## src/hw/rtl/fbsp_pkg.sv

```systemverilog
// Shared types and constants for the FAT boot sector parser.
package fbsp_pkg;

    localparam logic [3:0] TAG_STATUS   = 4'd0;
    localparam logic [3:0] TAG_TYPE     = 4'd1;
    localparam logic [3:0] TAG_CLUS     = 4'd2;
    localparam logic [3:0] TAG_FATS     = 4'd3;
    localparam logic [3:0] TAG_FAT_LBA  = 4'd4;
    localparam logic [3:0] TAG_FAT_SIZE = 4'd5;
    localparam logic [3:0] TAG_ROOT_LBA = 4'd6;
    localparam logic [3:0] TAG_ROOT_SEC = 4'd7;
    localparam logic [3:0] TAG_DATA_LBA = 4'd8;
    localparam logic [3:0] TAG_CLUSTERS = 4'd9;
    localparam logic [3:0] TAG_ROOT_CLU = 4'd10;
    localparam logic [3:0] TAG_FSINFO   = 4'd11;
    localparam logic [3:0] TAG_LBL_LEN  = 4'd12;
    localparam logic [3:0] TAG_LBL_CHR  = 4'd13;

    localparam logic [31:0] ST_OK     = 32'd0;
    localparam logic [31:0] ST_SIG    = 32'd1;
    localparam logic [31:0] ST_FIELDS = 32'd2;
    localparam logic [31:0] ST_ZERO   = 32'd3;
    localparam logic [31:0] ST_NODATA = 32'd4;

    localparam int LABEL_LEN = 11;

    typedef struct packed {
        logic       start;
        logic [7:0] divisor;
        logic [33:0] dividend;
    } fbsp_div_req_t;

    typedef struct packed {
        logic        done;
        logic [33:0] quotient;
    } fbsp_div_rsp_t;

endpackage

```

## src/hw/rtl/fbsp_divider.sv

```systemverilog
// Restoring radix-2 divider, one quotient bit per cycle.
module fbsp_divider
    import fbsp_pkg::*;
(
    input  logic          aclk,
    input  logic          aresetn,
    input  fbsp_div_req_t req,
    output fbsp_div_rsp_t rsp
);

    logic [33:0] quo_reg, quo_next;
    logic [8:0]  rem_reg, rem_next;
    logic [7:0]  dvs_reg, dvs_next;
    logic [5:0]  cnt_reg, cnt_next;
    logic        busy_reg, busy_next;
    logic        done_reg, done_next;
    logic [8:0]  trial;

    always_comb begin
        quo_next  = quo_reg;
        rem_next  = rem_reg;
        dvs_next  = dvs_reg;
        cnt_next  = cnt_reg;
        busy_next = busy_reg;
        done_next = 1'b0;
        trial     = {rem_reg[7:0], quo_reg[33]};
        if (req.start) begin
            quo_next  = req.dividend;
            rem_next  = '0;
            dvs_next  = req.divisor;
            cnt_next  = 6'd34;
            busy_next = 1'b1;
        end else if (busy_reg) begin
            if (trial >= {1'b0, dvs_reg}) begin
                rem_next = trial - {1'b0, dvs_reg};
                quo_next = {quo_reg[32:0], 1'b1};
            end else begin
                rem_next = trial;
                quo_next = {quo_reg[32:0], 1'b0};
            end
            cnt_next = cnt_reg - 6'd1;
            if (cnt_reg == 6'd1) begin
                busy_next = 1'b0;
                done_next = 1'b1;
            end
        end
    end

    always_ff @(posedge aclk) begin
        quo_reg <= quo_next;
        rem_reg <= rem_next;
        dvs_reg <= dvs_next;
        cnt_reg <= cnt_next;
        if (!aresetn) begin
            busy_reg <= 1'b0;
            done_reg <= 1'b0;
        end else begin
            busy_reg <= busy_next;
            done_reg <= done_next;
        end
    end

    assign rsp.done     = done_reg;
    assign rsp.quotient = quo_reg;

endmodule

```

## src/hw/rtl/fat_boot_sector_parser.sv

```systemverilog
// Top level of the FAT boot sector parser: capture, checks, sequencer, output.
//
// Usage:
//   s_axis carries one boot sector byte per beat, offsets 0..511 in order.
//   Offsets 0..510 are taken one per cycle and produce nothing.
//   The beat at offset 511 starts the result run; s_axis_tready stays low
//   until the last result beat has been loaded into the output register.
//   m_axis carries the results: tdata = {word, tag}, tlast marks the end.
//   An error gives a single status beat with tlast set.
//   On success: status, type, cluster size, FAT copies, FAT start, FAT size,
//   root start, root sectors, data start, cluster count, for FAT32 the
//   root cluster and info sector, then label length and label chars.
// Sequence: the edge that takes byte 511 starts the 8x32 multiply, two adds
//   on the shared 40-bit adder and the check, then a subtract on the same
//   adder, the 34-step divide and its done flag, the label step and the load
//   into the output register. On an error the check goes straight to the
//   output register. Then one beat per cycle while m_axis is ready. Input
//   stays blocked for the whole run, on an error as well.
// Stall: a stalled m_axis holds its beat and the sequencer waits.
// Reset (aresetn low, synchronous) returns the byte offset to zero and
//   idles the sequencer; the captured fields are rewritten by the next sector.
module fat_boot_sector_parser
    import fbsp_pkg::*;
(
    input  logic        aclk,
    input  logic        aresetn,
    input  logic        s_axis_tvalid,
    output logic        s_axis_tready,
    input  logic [7:0]  s_axis_tdata,   // [7:0] data_byte
    output logic        m_axis_tvalid,
    input  logic        m_axis_tready,
    output logic [39:0] m_axis_tdata,   // [3:0] tag, [35:4] word, [39:36] zero
    output logic        m_axis_tlast    // final_res
);

    localparam logic [3:0] S_CAP   = 4'd0;
    localparam logic [3:0] S_MUL   = 4'd1;
    localparam logic [3:0] S_ADD1  = 4'd2;
    localparam logic [3:0] S_ADD2  = 4'd3;
    localparam logic [3:0] S_CHK   = 4'd4;
    localparam logic [3:0] S_SUB   = 4'd5;
    localparam logic [3:0] S_DIV   = 4'd6;
    localparam logic [3:0] S_LBL   = 4'd7;
    localparam logic [3:0] S_EMIT  = 4'd8;

    // FAT type codes held in type_reg
    localparam logic [1:0] FT_12 = 2'd0;
    localparam logic [1:0] FT_16 = 2'd1;
    localparam logic [1:0] FT_32 = 2'd2;

    logic [8:0]  pos_reg;
    logic [3:0]  state_reg, state_next;
    logic [7:0]  sig_reg, sig2_reg, clus_reg, fats_reg;
    logic [15:0] bps_reg, rsv_reg, rent_reg, tots_reg, fszs_reg, info_reg;
    logic [31:0] totl_reg, fszl_reg, rclu_reg;
    logic [7:0]  lbl_s_reg [LABEL_LEN];
    logic [7:0]  lbl_l_reg [LABEL_LEN];

    // arithmetic results, wide enough that no start sector wraps
    logic [39:0] acc_reg, acc_next;     // multiply product; shared adder output
    logic [39:0] dir_start_reg, heap_start_reg;
    logic [33:0] clusters_reg;
    logic [31:0] status_reg;
    logic [1:0]  type_reg;
    logic [3:0]  len_reg;
    logic [3:0]  tag_reg;
    logic [3:0]  ci_reg;
    logic        ovalid_reg;
    logic [3:0]  otag_reg;
    logic [31:0] oword_reg;
    logic        olast_reg;

    logic [31:0] fat_sz, tot;
    logic [12:0] dir_secs;
    logic        accept, last_byte;
    logic [39:0] add_a, add_b;
    logic        is32;
    logic [7:0]  area [LABEL_LEN];
    logic [3:0]  lbl_len;
    logic [31:0] emit_word;
    logic [7:0]  ch;
    logic        out_free;
    logic [31:0] status_next_w;
    logic        emit_last;
    logic [3:0]  tag_after;

    fbsp_div_req_t div_req;
    fbsp_div_rsp_t div_rsp;

    fbsp_divider u_div (.aclk(aclk), .aresetn(aresetn), .req(div_req), .rsp(div_rsp));

    assign fat_sz    = (fszs_reg != 16'd0) ? {16'd0, fszs_reg} : fszl_reg;
    assign tot       = (tots_reg != 16'd0) ? {16'd0, tots_reg} : totl_reg;
    // (entries*32 + 511)/512 = ceil(entries/16), at most 4096
    assign dir_secs  = 13'(({1'b0, rent_reg} + 17'd15) >> 4);
    assign is32      = (type_reg == FT_32);

    assign s_axis_tready = (state_reg == S_CAP);
    assign accept        = s_axis_tvalid && s_axis_tready;
    assign last_byte     = accept && (pos_reg == 9'd511);

    // shared adder operand select
    always_comb begin
        add_a = '0;
        add_b = '0;
        unique case (state_reg)
            S_ADD1:  begin add_a = {24'd0, rsv_reg}; add_b = acc_reg; end
            S_ADD2:  begin add_a = dir_start_reg; add_b = {27'd0, dir_secs}; end
            S_SUB:   begin add_a = {8'd0, tot}; add_b = ~heap_start_reg + 40'd1; end
            default: begin add_a = '0; add_b = '0; end
        endcase
    end

    always_comb begin
        for (int i = 0; i < LABEL_LEN; i++) area[i] = is32 ? lbl_l_reg[i] : lbl_s_reg[i];
    end

    // label length: trailing spaces cut, then first zero
    always_comb begin
        logic [3:0] n;
        n = 4'd0;
        for (int i = 0; i < LABEL_LEN; i++) if (area[i] != 8'h20) n = 4'(i + 1);
        lbl_len = n;
        for (int i = LABEL_LEN - 1; i >= 0; i--)
            if (area[i] == 8'h00 && 4'(i) < n) lbl_len = 4'(i);
    end

    always_comb begin
        ch = area[ci_reg];
        if (ch >= 8'h41 && ch <= 8'h5A) ch = ch + 8'h20;
        unique case (tag_reg)
            TAG_STATUS:   emit_word = status_reg;
            TAG_TYPE:     emit_word = (type_reg == FT_12) ? 32'd12 :
                                      (type_reg == FT_16) ? 32'd16 : 32'd32;
            TAG_CLUS:     emit_word = {24'd0, clus_reg};
            TAG_FATS:     emit_word = {24'd0, fats_reg};
            TAG_FAT_LBA:  emit_word = {16'd0, rsv_reg};
            TAG_FAT_SIZE: emit_word = fat_sz;
            TAG_ROOT_LBA: emit_word = dir_start_reg[31:0];
            TAG_ROOT_SEC: emit_word = {19'd0, dir_secs};
            TAG_DATA_LBA: emit_word = heap_start_reg[31:0];
            TAG_CLUSTERS: emit_word = clusters_reg[31:0];
            TAG_ROOT_CLU: emit_word = rclu_reg;
            TAG_FSINFO:   emit_word = {16'd0, info_reg};
            TAG_LBL_LEN:  emit_word = {28'd0, len_reg};
            TAG_LBL_CHR:  emit_word = {24'd0, ch};
            default:      emit_word = '0;
        endcase
    end

    assign out_free = !ovalid_reg || m_axis_tready;

    assign acc_next = add_a + add_b;
    // on a good sector the difference is below 2^32
    assign div_req.start    = (state_reg == S_SUB);
    assign div_req.divisor  = clus_reg;
    assign div_req.dividend = acc_next[33:0];

    // capture
    always_ff @(posedge aclk) begin
        if (accept) begin
            unique case (pos_reg)
                9'd11: bps_reg[7:0]    <= s_axis_tdata;
                9'd12: bps_reg[15:8]   <= s_axis_tdata;
                9'd13: clus_reg        <= s_axis_tdata;
                9'd14: rsv_reg[7:0]    <= s_axis_tdata;
                9'd15: rsv_reg[15:8]   <= s_axis_tdata;
                9'd16: fats_reg        <= s_axis_tdata;
                9'd17: rent_reg[7:0]   <= s_axis_tdata;
                9'd18: rent_reg[15:8]  <= s_axis_tdata;
                9'd19: tots_reg[7:0]   <= s_axis_tdata;
                9'd20: tots_reg[15:8]  <= s_axis_tdata;
                9'd22: fszs_reg[7:0]   <= s_axis_tdata;
                9'd23: fszs_reg[15:8]  <= s_axis_tdata;
                9'd32: totl_reg[7:0]   <= s_axis_tdata;
                9'd33: totl_reg[15:8]  <= s_axis_tdata;
                9'd34: totl_reg[23:16] <= s_axis_tdata;
                9'd35: totl_reg[31:24] <= s_axis_tdata;
                9'd36: fszl_reg[7:0]   <= s_axis_tdata;
                9'd37: fszl_reg[15:8]  <= s_axis_tdata;
                9'd38: fszl_reg[23:16] <= s_axis_tdata;
                9'd39: fszl_reg[31:24] <= s_axis_tdata;
                9'd44: rclu_reg[7:0]   <= s_axis_tdata;
                9'd45: rclu_reg[15:8]  <= s_axis_tdata;
                9'd46: rclu_reg[23:16] <= s_axis_tdata;
                9'd47: rclu_reg[31:24] <= s_axis_tdata;
                9'd48: info_reg[7:0]   <= s_axis_tdata;
                9'd49: info_reg[15:8]  <= s_axis_tdata;
                9'd510: sig_reg        <= s_axis_tdata;
                9'd511: sig2_reg       <= s_axis_tdata;
                default: ;
            endcase
            for (int i = 0; i < LABEL_LEN; i++) begin
                if (pos_reg == 9'(43 + i)) lbl_s_reg[i] <= s_axis_tdata;
                if (pos_reg == 9'(71 + i)) lbl_l_reg[i] <= s_axis_tdata;
            end
        end
    end

    // status with signature first, then field rules, sizes, room for data
    always_comb begin
        priority if (sig_reg != 8'h55 || sig2_reg != 8'hAA) status_next_w = ST_SIG;
        else if (bps_reg != 16'd512 || clus_reg == 8'd0 || fats_reg == 8'd0)
            status_next_w = ST_FIELDS;
        else if (fat_sz == 32'd0 || tot == 32'd0) status_next_w = ST_ZERO;
        else if ({8'd0, tot} <= heap_start_reg) status_next_w = ST_NODATA;
        else status_next_w = ST_OK;
    end

    always_comb begin
        if (status_reg != ST_OK) emit_last = 1'b1;
        else if (tag_reg == TAG_LBL_LEN) emit_last = (len_reg == 4'd0);
        else if (tag_reg == TAG_LBL_CHR) emit_last = (ci_reg == len_reg - 4'd1);
        else emit_last = 1'b0;
    end

    always_comb begin
        if (tag_reg == TAG_CLUSTERS && !is32) tag_after = TAG_LBL_LEN;
        else if (tag_reg == TAG_LBL_CHR) tag_after = TAG_LBL_CHR;
        else tag_after = tag_reg + 4'd1;
    end

    // sequencer
    always_comb begin
        state_next = state_reg;
        unique case (state_reg)
            S_CAP:  if (last_byte) state_next = S_MUL;
            S_MUL:  state_next = S_ADD1;
            S_ADD1: state_next = S_ADD2;
            S_ADD2: state_next = S_CHK;
            S_CHK:  state_next = (status_next_w == ST_OK) ? S_SUB : S_EMIT;
            S_SUB:  state_next = S_DIV;
            S_DIV:  if (div_rsp.done) state_next = S_LBL;
            S_LBL:  state_next = S_EMIT;
            S_EMIT: if (out_free && emit_last) state_next = S_CAP;
            default: state_next = S_CAP;
        endcase
    end

    always_ff @(posedge aclk) begin
        unique case (state_reg)
            S_MUL:  acc_reg <= {32'd0, fats_reg} * {8'd0, fat_sz};
            S_ADD1: dir_start_reg <= acc_next;
            S_ADD2: heap_start_reg <= acc_next;
            S_CHK:  begin status_reg <= status_next_w; tag_reg <= TAG_STATUS; end
            S_DIV:  if (div_rsp.done) begin
                        clusters_reg <= div_rsp.quotient;
                        type_reg <= (div_rsp.quotient < 34'd4085) ? FT_12 :
                                    (div_rsp.quotient < 34'd65525) ? FT_16 : FT_32;
                    end
            S_LBL:  begin len_reg <= lbl_len; ci_reg <= '0; end
            S_EMIT: if (out_free) begin
                        if (tag_reg == TAG_LBL_CHR) ci_reg <= ci_reg + 4'd1;
                        tag_reg <= tag_after;
                    end
            default: ;
        endcase
        if (state_reg == S_EMIT && out_free) begin
            otag_reg  <= tag_reg;
            oword_reg <= emit_word;
            olast_reg <= emit_last;
        end
    end

    always_ff @(posedge aclk) begin
        if (!aresetn) begin
            pos_reg    <= '0;
            state_reg  <= S_CAP;
            ovalid_reg <= 1'b0;
        end else begin
            if (accept) pos_reg <= pos_reg + 9'd1;
            state_reg <= state_next;
            if (state_reg == S_EMIT && out_free) ovalid_reg <= 1'b1;
            else if (m_axis_tready) ovalid_reg <= 1'b0;
        end
    end

    assign m_axis_tvalid = ovalid_reg;
    assign m_axis_tdata  = {4'd0, oword_reg, otag_reg};
    assign m_axis_tlast  = olast_reg;

    a_no_in_while_busy: assert property (@(posedge aclk) disable iff (!aresetn)
        (state_reg != S_CAP) |-> !s_axis_tready) else $error("input taken while busy");
    a_hold: assert property (@(posedge aclk) disable iff (!aresetn)
        (m_axis_tvalid && !m_axis_tready) |=> m_axis_tvalid) else $error("beat dropped");
    a_start: assert property (@(posedge aclk) disable iff (!aresetn)
        last_byte |=> (state_reg == S_MUL)) else $error("run not started");

endmodule

```

## config.mk

```make
export PLATFORM = sky130hd
export DESIGN_NAME = fat_boot_sector_parser
export DESIGN_NICKNAME = d
export VERILOG_FILES = /design/src/hw/rtl/fbsp_pkg.sv /design/src/hw/rtl/fbsp_divider.sv /design/src/hw/rtl/fat_boot_sector_parser.sv
export SDC_FILE = /design/constraint.sdc
export NUM_CORES = 2
export LEC_CHECK = 0
export ABC_AREA = 0
export BUFFER_PORTS_ARGS = -buffer_cell sky130_fd_sc_hd__buf_2
export CAP_MARGIN = 30
export CORE_MARGIN = 3
export CORE_UTILIZATION = 35
export DETAILED_ROUTE_END_ITERATION = 10
export PLACE_DENSITY = 0.47
export SLEW_MARGIN = 25
export SYNTH_ARGS = -nofsm -noshare
export SYNTH_HDL_FRONTEND = slang
export SYNTH_HIERARCHICAL = 1
export SYNTH_SLANG_ARGS = --single-unit
```

## constraint.sdc

```tcl
create_clock -name aclk -period 7.1 [get_ports aclk]
set_input_delay 1.42 -clock aclk [delete_from_list [all_inputs] [get_ports aclk]]
set_output_delay 1.42 -clock aclk [all_outputs]
set_load 0.01 [all_outputs]
```

==> flow_metrics.py <==
metrics = {
    "run_status": {
        "status": "completed",
    },
    "setup_path": {
        "reg2reg_slack_ns": 0.41,
        "critical_path.max_fanout": 95,
        "crit_path_cell_trace": "nor4_1, and4_4, buf_12, and3_1, fa_1, fa_1, fa_1, inv_1, fa_1, inv_1, ha_1, a21oi_1, nor2b_1, o41ai_1, o22a_1, a31oi_1, and3_1, o221ai_1, o21bai_1, a221o_1, xor2_1",
        "worst_path_largest_cell_delay_ns": 0.55,
        "worst_setup_path_end_kind": "flip-flop",
        "cp-start-kind": "flip-flop",
        "rr_startpoint": "fszs_reg[15]",
        "crit_top_cell": "fa_1",
        "path_delay_family": "adder cells",
        "worstPathArrival_ns": 7.06,
        "r2r-end": "acc_reg[36]",
        "r2r_cells": 21,
        "critPathBufInv": 3,
        "crit_type": "flip-flop to flip-flop",
        "required_ns": 7.47,
        "cpMaxStageDelayCell": "fa_1",
    },
    "route": {
        "drc": 0,
        "post_drt_wl_per_cell_um": 26.9,
        "routed_via_density": 5.68,
        "vias": 27195,
        "drt-initial-drc-count": 3009,
        "routed_wl_um": 129000,
        "final_antenna_net_count": 0,
        "dr.pass1.iters": 7,
    },
    "hold_path": {
        "hp-start": "u_div/quo_reg[28]",
        "hold_path_end": "clusters_reg[28]",
        "worstHoldPathCells": 0,
        "min_path_type": "flip-flop to flip-flop",
    },
    "global_routing": {
        "overflow": 0,
        "grt_util_met2": 0.344,
        "grt_start_max_net_pins": 97,
        "busiest_layer": "met2",
        "grt.met1_usage": 0.330,
        "grtUsageMet3": 0.0358,
        "antenna_found_initial": 10,
        "grt_usage": 0.228,
        "grt_pass1_wl_um": 190000,
        "grt_pass1_vias": 27301,
    },
    "clocking": {
        "hold_buffers": 0,
        "worstSkewPairLatency_ns": 0.64,
        "cts_tree": "yes",
        "cts.sinks": 630,
        "cts_buffers": 76,
        "clockRootBuffer": "clkbuf_16",
        "post_cts_buffers": 0,
        "cts_buffer_depth": 3,
        "cts_resized": 0,
        "clkTransAtPathRegs_ns": 0.06,
        "cts_htree_levels": 3,
    },
    "timing": {
        "fin_crit_ns": 6.69,
        "finalHoldViolCount": 0,
        "drv_slew": 0,
        "setup_tns_ns": 0,
        "fmax_mhz": 149,
        "timing.final.crit_share": 0.943,
        "clock-skew-final_ns": 0.0245,
        "worst_slew_pin_slew_ns": 1.04,
        "relSlewSlack": 0.309,
        "setup_viol": 0,
        "rsz0062_at_grt": "no",
    },
    "yosys": {
        "synth_edf_count": 600,
        "ys_ff_latch": 630,
        "netlist_instances": 3268,
        "synth_flop_cell": "edfxtp_1",
        "synth_area_mm2": 0.0381,
        "avgSynthCellArea_um2": 11.7,
        "synthTopCellsByArea": "edfxtp_1, fa_1, ha_1, inv_1, nand2_1",
        "synth_cell_type_count": 94,
        "yosys_warnings": 6,
        "yosys.area.top_type_share": 0.473,
        "synth_area_leader_cell": "edfxtp_1",
        "yosysSeqAreaShare": 0.489,
        "synthArstFlopShare": 0,
    },
    "floorplanning": {
        "boundaryPins": 55,
        "rows": 120,
        "core_mm2": 0.108,
        "start_util": 0.354,
        "die_x_um": 336,
        "die-area_mm2": 0.113,
        "die_h_um": 336,
    },
    "place": {
        "hpwl_um": 94900,
        "gp_congestion": 0.918,
        "numPortBuffers": 50,
        "place_inst": 4644,
    },
    "power": {
        "peakVddDrop_uv": 165,
        "p_leak_nw": 16.4,
        "power_density_mw_per_mm2": 193,
    },
    "final_layout": {
        "largest_register_ffs": 88,
        "stdcell_count": 4791,
        "syn2layout_area_growth_pct": 12.2,
        "n_fill_cell": 10189,
        "drive_gt1_frac": 0.105,
        "nets": 3671,
    },
    "run": {
        "max_cap_viol_count": 0,
    },
}
[power breakdown]
group          switching [mW]  total, mW  internal [mW]  leakage, nW
Combinational          0.0943      0.118         0.0232         9.55
Clock                    1.63       4.09           2.46         1.27
Sequential            0.00511       4.05           4.05         5.56
[worst max-delay path by stage]
stage / from / to / slack (ns) / cells after the start
final: fszs_reg[15] / acc_reg[36] / 0.41 / 21
after global routing: fszs_reg[15] / acc_reg[36] / 0.03 / 21
after CTS: fszs_reg[15] / acc_reg[33] / 0.03 / 21
after detailed placement: fszs_reg[15] / acc_reg[33] / 0.07 / 21
after global placement: fszs_reg[15] / acc_reg[33] / 0.22 / 21
after floorplan: fszs_reg[4] / acc_reg[36] / 0.83 / 23
[placed cells by master, fill, tap and decap left out, drive strengths merged, types with 19 or more instances in the layout]
cell	instances
o21a	19
and2	56
o21ai	115
mux2i	25
nor4	69
a21oi	139
clkinv	23
clkbuf	92
mux4	30
ha	154
a21o	50
xnor2	101
buf	121
and3	103
nor2b	139
edfxtp	600
fa	182
mux2	43
a22oi	85
nand2	239
nand3	76
inv	301
nor2	145
nand2b	33
nor3	54
a22o	27
dfxtp	30
xor2	31
a211oi	19
nand4	36
[layout make-up]
class                   instances  area [um^2]  area share
diodes                          3         7.51    0.000176
clock buffers                  91         2020      0.0473
clock inverters                49          604      0.0141
inverters                     293         1100      0.0258
multi-input cells            2200        17800       0.417
flip-flops and latches        630        18600       0.436
well taps                    1403         1760      0.0411
repair buffers                122          826      0.0193
[cell usage after synthesis (8+ instances only)]
cell type and n:
clkbuf_1 111, o21a_1 19, o221ai_1 13, and3_1 103, a22oi_1 85, nand3_1 75, a221oi_1 10, nor2_1 145
o211ai_1 8, o21bai_1 12, a211o_1 8, buf_1 13, edfxtp_1 600, a31oi_1 18, and2_1 56, mux2i_1 25
nor3_1 54, buf_2 10, a21oi_1 138, a211oi_1 19, mux2_2 40, a221o_1 10, nor4_1 66, mux4_2 30
a21o_1 50, inv_1 287, fa_1 182, nor2b_1 138, or4_1 8, nor3b_1 10, o21ai_1 31, buf_4 8
nand4_1 36, nand2b_1 32, xor2_1 31, o21ai_0 83, o41ai_1 11, nand2_1 239, ha_1 154, xnor2_1 100
dfxtp_1 30, a21boi_0 9, a22o_1 27
[layer usage]
| metal | vias up | share of wire | wire length [um] |
|---|---|---|---|
| met2 | 1130 | 0.44 | 56300 |
| met1 | 13842 | 0.45 | 58100 |
| li1 | 12050 | - | - |
| met3 | 171 | 0.075 | 9640 |
| met4 | 2 | 0.038 | 4930 |
| met5 | - | 0.00010 | 13 |
[cell families (layout without fill, tap and decap cells)]
kind of cell	count (synthesis)	after routing	synth area share
simple gates	1009	1009	0.140
flops	630	630	0.489
compound gates	621	621	0.111
buf+inv	441	555	0.0458
fa+ha+maj	336	336	0.146
xor+xnor	132	132	0.0305
mux	98	98	0.0370
other cells	1	7	0.0000985
[per-stage QoR]
stage | area (um^2) | utilization | power [mW] | hold slack [ns] | setup slack (ns)
finish | 42700 | 0.398 | 8.26 | 0.477 | 0.408
global route | 42700 | 0.398 | 8.51 | 0.499 | 0.0272
CTS | 42700 | 0.397 | 8.34 | 0.478 | 0.0287
detailed placement | 40100 | 0.373 | 4.25 | 0.464 | 0.0706
global placement | 40000 | 0.373 | 4.24 | 0.461 | 0.218
floorplan | 38100 | - | 4.17 | 0.437 | 0.827
Power figures use the tool's default switching activity.
